$ cat config.mk
export PLATFORM = sky130hd
export DESIGN_NAME = attribute_cell_color_encoder_core
export DESIGN_NICKNAME = d
export VERILOG_FILES = /design/src/design/acce_pkg.sv /design/src/design/acce_ctrl.sv /design/src/design/acce_datapath.sv /design/src/design/attribute_cell_color_encoder_core.sv
export SDC_FILE = /design/constraint.sdc
export NUM_CORES = 2
export LEC_CHECK = 0
export ABC_AREA = 1
export ABC_CLOCK_PERIOD_IN_PS = 16600
export BUFFER_PORTS_ARGS = -buffer_cell sky130_fd_sc_hd__clkbuf_2
export CORE_AREA = 2 2 537 539
export CTS_CLUSTER_DIAMETER = 40
export DETAILED_ROUTE_END_ITERATION = 6
export DIE_AREA = 0 0 539 541
export GPL_ROUTABILITY_DRIVEN = 0
export SLEW_MARGIN = 10
export SYNTH_ARGS = -nofsm -noshare
export SYNTH_HDL_FRONTEND = slang
export SYNTH_SLANG_ARGS = --single-unit
export TNS_END_PERCENT = 100
$ cat constraint.sdc
create_clock -name clk_i -period 16.6 [get_ports clk_i]
set_input_delay 0.83 -clock clk_i [delete_from_list [all_inputs] [get_ports clk_i]]
set_output_delay 0.83 -clock clk_i [all_outputs]
set_load 0.01 [all_outputs]
$ cat src/design/acce_pkg.sv
`default_nettype none
package acce_pkg;
  localparam int unsigned ColorCount = 256;
  localparam int unsigned ColorW = 8;
  localparam int unsigned BinW = $clog2(ColorCount);
  localparam int unsigned CountW = 7;
  localparam logic [7:0] InkReset = 8'h0f;
  localparam logic [7:0] PaperReset = 8'h08;
  localparam logic [2:0] HueMask = 3'h7;
  localparam logic [2:0] DarkHue = 3'h1;

  localparam logic [0:0] RegDefaultColor = 1'b0;
  localparam logic [0:0] RegSpriteMode = 1'b1;

  // Controller to datapath commands.
  typedef struct packed {
    logic load_row;   // store and start counting an accepted row
    logic count_pix;  // count one pixel of the held row
    logic scan_bin;   // compare one histogram bin against the top three
    logic scan_init;  // clear the top-three registers
    logic choose;     // run the ink/paper choice
    logic emit;       // drive one output word
  } acce_cmd_t;
endpackage
`default_nettype wire

$ cat src/design/acce_ctrl.sv
`default_nettype none
module acce_ctrl (
  input  wire logic clk_i,
  input  wire logic rst_ni,
  input  wire logic start_i,
  output acce_pkg::acce_cmd_t cmd_o,
  output logic [2:0] pix_idx_o,
  output logic [2:0] row_idx_o,
  output logic [acce_pkg::BinW-1:0] bin_idx_o,
  output logic busy_o
);
  import acce_pkg::*;

  typedef enum logic [2:0] {
    StIdle, StCount, StScan, StScanEnd, StChoose, StEmit
  } state_e;

  state_e state_q;
  logic [2:0] pix_q, row_q, emit_q;
  logic [BinW-1:0] bin_q;
  logic phase_q;

  // Each pixel is counted in a histogram read phase, then a write phase.
  always_ff @(posedge clk_i or negedge rst_ni) begin
    if (!rst_ni) begin
      state_q <= StIdle;
      pix_q <= '0;
      row_q <= '0;
      emit_q <= '0;
      bin_q <= '0;
      phase_q <= 1'b0;
    end else begin
      unique case (state_q)
        StIdle: begin
          if (start_i) begin
            state_q <= StCount;
            pix_q <= '0;
            phase_q <= 1'b0;
          end
        end
        StCount: begin
          phase_q <= !phase_q;
          if (phase_q) begin
            pix_q <= pix_q + 3'd1;
            if (pix_q == 3'd7) begin
              if (row_q == 3'd7) begin
                state_q <= StScan;
                bin_q <= BinW'(1);
              end else begin
                state_q <= StIdle;
              end
              row_q <= row_q + 3'd1;
            end
          end
        end
        StScan: begin
          bin_q <= bin_q + BinW'(1);
          if (bin_q == BinW'(ColorCount - 1)) state_q <= StScanEnd;
        end
        StScanEnd: begin
          state_q <= StChoose;
        end
        StChoose: begin
          state_q <= StEmit;
          emit_q <= '0;
        end
        StEmit: begin
          emit_q <= emit_q + 3'd1;
          if (emit_q == 3'd7) state_q <= StIdle;
        end
        default: state_q <= StIdle;
      endcase
    end
  end

  always_comb begin
    cmd_o = '0;
    cmd_o.load_row = (state_q == StIdle) && start_i;
    cmd_o.scan_init = cmd_o.load_row && (row_q == 3'd0);
    cmd_o.count_pix = (state_q == StCount) && phase_q;
    cmd_o.scan_bin = (state_q == StScan);
    cmd_o.choose = (state_q == StChoose);
    cmd_o.emit = (state_q == StEmit);
  end

  assign pix_idx_o = pix_q;
  assign row_idx_o = (state_q == StEmit) ? emit_q : row_q;
  assign bin_idx_o = bin_q;
  assign busy_o = (state_q != StIdle);
endmodule
`default_nettype wire

$ cat src/design/acce_datapath.sv
`default_nettype none
module acce_datapath (
  input  wire logic clk_i,
  input  wire logic rst_ni,
  input  acce_pkg::acce_cmd_t cmd_i,
  input  wire logic [2:0] pix_idx_i,
  input  wire logic [2:0] row_idx_i,
  input  wire logic [acce_pkg::BinW-1:0] bin_idx_i,
  input  wire logic [63:0] row_pixels_i,
  input  wire logic band_start_i,
  input  wire logic [7:0] default_color_i,
  input  wire logic sprite_mode_i,
  output logic result_valid_o,
  output logic [7:0] pixel_byte_o,
  output logic [7:0] mask_byte_o,
  output logic [7:0] attribute_o,
  output logic last_o
);
  import acce_pkg::*;

  // Histogram memory with one registered read port, shared by counting and
  // scanning. A bin whose valid bit is clear reads as zero; the valid bits
  // are cleared when the pair is chosen.
  logic [CountW-1:0] hist_mem [ColorCount];
  logic [ColorCount-1:0] hist_vld_q;
  logic [63:0] rows_q [8];
  logic [63:0] cur_row_q;
  logic [7:0] ink_q, paper_q, prev_ink_q, prev_paper_q;
  logic [7:0] c1_q, c2_q, c3_q;
  logic [CountW-1:0] n1_q, n2_q, n3_q;
  logic [7:0] pix;
  logic [BinW-1:0] rd_addr, rd_col_q;
  logic [CountW-1:0] rd_data_q, rd_cnt;
  logic rd_vld_q, scan_q;
  logic [7:0] bin_col;

  assign pix = cur_row_q[63 - 8*pix_idx_i -: 8];
  assign rd_addr = cmd_i.scan_bin ? bin_idx_i : pix[BinW-1:0];
  assign rd_cnt = rd_vld_q ? rd_data_q : '0;
  assign bin_col = 8'(rd_col_q);

  always_ff @(posedge clk_i) begin
    rd_data_q <= hist_mem[rd_addr];
    if (cmd_i.count_pix && (32'(pix) < ColorCount))
      hist_mem[pix[BinW-1:0]] <= rd_cnt + CountW'(1);
  end

  always_ff @(posedge clk_i or negedge rst_ni) begin
    if (!rst_ni) begin
      hist_vld_q <= '0;
      rd_vld_q <= 1'b0;
      rd_col_q <= '0;
      scan_q <= 1'b0;
    end else begin
      rd_vld_q <= hist_vld_q[rd_addr];
      rd_col_q <= rd_addr;
      scan_q <= cmd_i.scan_bin;
      if (cmd_i.count_pix && (32'(pix) < ColorCount)) begin
        hist_vld_q[pix[BinW-1:0]] <= 1'b1;
      end else if (cmd_i.choose) begin
        hist_vld_q <= '0;
      end
    end
  end

  always_ff @(posedge clk_i) begin
    if (cmd_i.load_row) begin
      cur_row_q <= row_pixels_i;
      rows_q[row_idx_i] <= row_pixels_i;
    end
    if (cmd_i.scan_init) begin
      c1_q <= '0; c2_q <= '0; c3_q <= '0;
      n1_q <= '0; n2_q <= '0; n3_q <= '0;
    end else if (scan_q) begin
      if (rd_cnt > n1_q) begin
        c3_q <= c2_q; n3_q <= n2_q;
        c2_q <= c1_q; n2_q <= n1_q;
        c1_q <= bin_col; n1_q <= rd_cnt;
      end else if (rd_cnt > n2_q) begin
        c3_q <= c2_q; n3_q <= n2_q;
        c2_q <= bin_col; n2_q <= rd_cnt;
      end else if (rd_cnt > n3_q) begin
        c3_q <= bin_col; n3_q <= rd_cnt;
      end
    end
  end

  // Ink and paper choice with sprite mode, continuity, default and dark-ink swap.
  logic [7:0] a_ink, a_pap, ci, cp, fi, fp;
  always_comb begin
    a_ink = c1_q;
    a_pap = (c2_q[2:0] == c1_q[2:0]) ? c3_q : c2_q;
    if (sprite_mode_i) begin
      a_ink = InkReset;
      a_pap = PaperReset;
    end
    if ((a_ink[2:0] == prev_ink_q[2:0]) || (a_pap[2:0] == prev_paper_q[2:0])) begin
      ci = a_ink; cp = a_pap;
    end else if ((a_pap[2:0] == prev_ink_q[2:0]) || (a_ink[2:0] == prev_paper_q[2:0])) begin
      ci = a_pap; cp = a_ink;
    end else if (a_ink > a_pap) begin
      ci = a_ink; cp = a_pap;
    end else begin
      ci = a_pap; cp = a_ink;
    end
    if (ci == '0) ci = default_color_i;
    if (cp == '0) cp = default_color_i;
    if ((ci[2:0] <= DarkHue) && (cp[2:0] > ci[2:0])) begin
      fi = cp; fp = ci;
    end else begin
      fi = ci; fp = cp;
    end
  end

  always_ff @(posedge clk_i or negedge rst_ni) begin
    if (!rst_ni) begin
      prev_ink_q <= InkReset;
      prev_paper_q <= PaperReset;
    end else if (cmd_i.load_row && band_start_i) begin
      prev_ink_q <= InkReset;
      prev_paper_q <= PaperReset;
    end else if (cmd_i.choose) begin
      prev_ink_q <= fi;
      prev_paper_q <= fp;
    end
  end
  assign ink_q = prev_ink_q;
  assign paper_q = prev_paper_q;

  logic [7:0] pb, mb, attr, bi, bp;
  always_comb begin
    for (int p = 0; p < 8; p++) begin
      pb[7-p] = (rows_q[row_idx_i][63-8*p -: 8] == ink_q);
      mb[7-p] = (rows_q[row_idx_i][63-8*p -: 8] != 8'h00);
    end
    bi = (ink_q != PaperReset) ? ink_q : 8'h00;
    bp = (paper_q != PaperReset) ? paper_q : 8'h00;
    attr = {1'b0, bi[3] | bp[3], paper_q[2:0] & HueMask, ink_q[2:0] & HueMask};
  end

  always_ff @(posedge clk_i or negedge rst_ni) begin
    if (!rst_ni) begin
      result_valid_o <= 1'b0;
      last_o <= 1'b0;
    end else begin
      result_valid_o <= cmd_i.emit;
      last_o <= cmd_i.emit && (row_idx_i == 3'd7);
    end
  end

  always_ff @(posedge clk_i) begin
    pixel_byte_o <= pb;
    mask_byte_o <= mb;
    attribute_o <= (row_idx_i == 3'd7) ? attr : 8'h00;
  end
endmodule
`default_nettype wire

$ cat src/design/attribute_cell_color_encoder_core.sv
`default_nettype none
// Channel   | Ports                                         | Handshake
// ----------+-----------------------------------------------+---------------------------
// input     | row_pixels_i, band_start_i                    | start_i high, busy_o low
// result    | pixel_byte_o, mask_byte_o, attribute_o, last_o | result_valid_o, one cycle
// config    | psel, penable, pwrite, paddr, pwdata, prdata  | APB, pready always high
//
// Each row word is accepted in the idle state, then its eight pixels are counted,
// each with a histogram read step followed by a write step. On the
// eighth row the controller scans the 255 bins one per cycle, waits in a
// scan-end state for the last registered read, chooses ink and paper in a
// choose state, then sends eight result words on consecutive cycles, each
// registered in the cycle after its emit cycle. Reset clears control state and
// the histogram valid bits; the receiver cannot stall, so results are never held
// back.
module attribute_cell_color_encoder_core (
  input  wire logic clk_i,
  input  wire logic rst_ni,
  input  wire logic start_i,
  output logic busy_o,
  input  wire logic [63:0] row_pixels_i,
  input  wire logic band_start_i,
  output logic result_valid_o,
  output logic [7:0] pixel_byte_o,
  output logic [7:0] mask_byte_o,
  output logic [7:0] attribute_o,
  output logic last_o,
  input  wire logic psel,
  input  wire logic penable,
  input  wire logic pwrite,
  input  wire logic [2:0] paddr,
  input  wire logic [31:0] pwdata,
  output logic [31:0] prdata,
  output logic pready
);
  import acce_pkg::*;

  acce_cmd_t cmd;
  logic [2:0] pix_idx, row_idx;
  logic [BinW-1:0] bin_idx;
  logic [7:0] default_color_q;
  logic sprite_mode_q;

  // Registers are at byte addresses 0 and 4; bit 2 selects between them and bits 1:0 must be zero.
  always_ff @(posedge clk_i or negedge rst_ni) begin
    if (!rst_ni) begin
      default_color_q <= '0;
      sprite_mode_q <= 1'b0;
    end else if (psel && penable && pwrite && (paddr[1:0] == 2'b00)) begin
      if (paddr[2] == RegDefaultColor) default_color_q <= pwdata[7:0];
      else sprite_mode_q <= pwdata[0];
    end
  end

  always_comb begin
    prdata = '0;
    if (paddr[1:0] == 2'b00) begin
      if (paddr[2] == RegSpriteMode) prdata = {31'd0, sprite_mode_q};
      else prdata = {24'd0, default_color_q};
    end
  end
  assign pready = 1'b1;

  acce_ctrl u_ctrl (
    .clk_i, .rst_ni, .start_i,
    .cmd_o(cmd), .pix_idx_o(pix_idx), .row_idx_o(row_idx),
    .bin_idx_o(bin_idx), .busy_o
  );

  acce_datapath u_dp (
    .clk_i, .rst_ni, .cmd_i(cmd), .pix_idx_i(pix_idx), .row_idx_i(row_idx),
    .bin_idx_i(bin_idx), .row_pixels_i, .band_start_i,
    .default_color_i(default_color_q), .sprite_mode_i(sprite_mode_q),
    .result_valid_o, .pixel_byte_o, .mask_byte_o, .attribute_o, .last_o
  );
endmodule
`default_nettype wire

==> out/results.ini <==
[clock_network]
cts_hold_buf=0
cts.sinks=2757
cts_setup_buffers=0
root_buffer=clkbuf_16
cts_resized=0
cts-buffers-inserted=363
clock_path_buffers=4
cts_tree=yes
h-tree-depth=5
cts.clk_slew.worst_paths_ns=0.06
clk-insertion-delay-late_ns=0.89

[detailed_routing]
drt_iter0_markers=8518
ant_nets=0
post_drt_via_cell_ratio=5.58
wl_per_cell_um=23.1
dr.pass1.iters=7
drt-total-wl_um=317000
drc=4
num_vias=76500

[setup_path]
crit_buf_inv=6
crit_family=buffers and inverters
startpoint_type=register
critical_path.max_stage_delay_ns=0.83
path_class=register to register
critical_path.most_common_cell=nand3_1
path_cells=buf_4 > inv_2 > nor2_1 > o22ai_1 > inv_1 > o21ai_1 > nand2_1 > nand2_8 > buf_12 > buf_4 > buf_4 > o21ai_0 > o21bai_1 > nand3_1 > nand3_1 > nand3_1 > nand3_1 > nand3_1 > nand3_1 > nand2_1
cp.required_ns=17.43
slowest_stage=buf_4
endpoint_kind=register
arrival_ns=7.75
crit_fanout=216

[synthesis]
ys_ff_latch=2757
syn-instance-count=9705
ys_seq_area_frac=0.706
ys_types=59
synth_enable_flop_cells=2368
synth_area_per_cell_um2=11.8
syn_area_mm2=0.114
synth_warnings=0
async_flop_share=0.114
synth_ff_type=edfxtp_1

[sta]
final-setup-viol-count=0
skew_ns=0.0480
fin_crit_sh=0.417
tightest_slew_ns=1.21
maxSlewViolCount=0
finalSetupTns_ns=0
max_freq_mhz=144
final_hold_viol_count=0
rsz0062_at_grt=no
slew_headroom=0.193
min_period_ns=6.92

[global_route]
grt_pass1_wl_um=470000
grt_util_all_layers=0.211
antenna_found_initial=22
grt.busiest_layer=met2
met3_usage=0.0405
met1_usage=0.290
grt.overflow.total=0
met2_usage=0.332
grt_pass1_vias=73000
grt_max_degree=223

[layout]
final_cells=13700
layout_common_cells=edfxtp_1, nor2_1, o21ai_0, nand3_1, inv_1
final_core_util=0.455
drive_above_1_share=0.105
layout_commonest_cell=edfxtp_1
syn_to_final_growth_pct=14.2
finalNetCount=9790

[floorplanning]
ios=166
design.die.area_mm2=0.292
initial_core_util=0.398
die_w_um=539
fp.coreArea_mm2=0.286
die_h_um=541
std_cell_rows=197

[place]
hpwl_um=173000
io_buffers=115
placed_cells=13100

[hold_path]
hp-class=input port to asynchronous set/reset pin

[power]
powerDensity_mw_per_mm2=206
irDropWorstVdd_mv=0.304
p_leak_uw=0.0458

[run_status]
outcome=finished with violations
violations=design-rule violations

[flow_run]
max_cap_viol_count=0

-- final timing paths --
| path | startpoint | end | slack, ns | cells after the start |
|---|---|---|---|---|
| worst max-delay path | u_ctrl.pix_idx_o[0] | u_dp.rd_data_q[3] | 9.68 | 20 |
| worst min-delay path | rst_ni | u_dp.hist_vld_q[89] | 0.02 | 1 |
| worst max register to register | u_ctrl.pix_idx_o[0] | u_dp.rd_data_q[3] | 9.68 | 20 |
| worst min register to register | u_dp.c1_q[7] | u_dp.c2_q[7] | 0.47 | 2 |
| max in group asynchronous | rst_ni | u_dp.hist_vld_q[24] | 14.91 | 2 |
| min in group clk_i | pwdata[3] | default_color_q[3] | 0.17 | 3 |
-- sequential cells by signal, summed over array words and instances (netlist names), 8 cells and up --
register	count
default_color_q	8
u_dp.hist_vld_q	256
u_ctrl.bin_idx_o	8
u_dp.mask_byte_o	8
u_dp.cur_row_q	64
u_dp.bin_col	8
u_dp.rows_q	512
u_dp.c1_q	8
u_dp.pixel_byte_o	8
u_dp.ink_q	8
u_dp.c2_q	8
u_dp.c3_q	8
u_dp.hist_mem	1792
u_dp.paper_q	8
-- layout make-up --
type	instances	area, µm²
Sequential cell	2757	80500
Timing Repair Buffer	250	1750
Antenna cell	4	10.0
Clock buffer	409	9490
Clock inverter	254	2740
Inverter	558	2120
Tap cell	3781	4730
Multi-Input combinational cell	5713	28900
Fill cell	25600	156000
-- kinds of logic after synthesis --
group | share of synthesized area
other cells | 0.0000659
buf+inv | 0.0442
compound gates | 0.119
xor+xnor | 0.00598
flops | 0.706
fa+ha+maj | 0.00450
mux | 0.000176
simple gates | 0.120
-- stage by stage --
| step | total power [µW] | hold WS, ns | setup slack (ns) | cell area [µm²] |
|---|---|---|---|---|
| floorplan | 15700 | 0.445 | 3.63 | 114000 |
| global placement | 18800 | 0.460 | 9.95 | 118000 |
| detailed placement | 19000 | 0.468 | 9.89 | 118000 |
| CTS | 26800 | 0.00125 | 9.89 | 130000 |
| global route | 28200 | 0.0483 | 9.25 | 130000 |
| finish | 26800 | 0.0221 | 9.68 | 130000 |
-- cell usage after synthesis, types with 84 or more instances --
cell         n  area, µm²
nand2_1    517       1940
nand3_1   1002       5010
a21oi_1    141        706
edfxtp_1  2368      71100
dfrtp_1    309       7730
o21bai_1   198       1490
clkbuf_1   468       1760
inv_1      537       2020
o22ai_1    151        945
o21ai_0   1452       7270
buf_2      140        701
o211ai_1   259       1940
nor2_1    1514       5680
or2_2       84        526
-- per-layer routing --
layer  up-vias  part of all wire
li1      34800                 -
met1     37800              0.42
met2      3295              0.46
met5         -           0.00062
met3       629             0.087
met4        32             0.036
-- power by group --
group	total (µW)	switching (µW)	leakage (µW)	internal, µW
sequential	8900	192	0.0264	8710
combinational	10100	7530	0.0135	2560
clock	7840	3110	0.00592	4730
total	26800	10800	0.0458	16000
(Power assumes the default switching activity.)
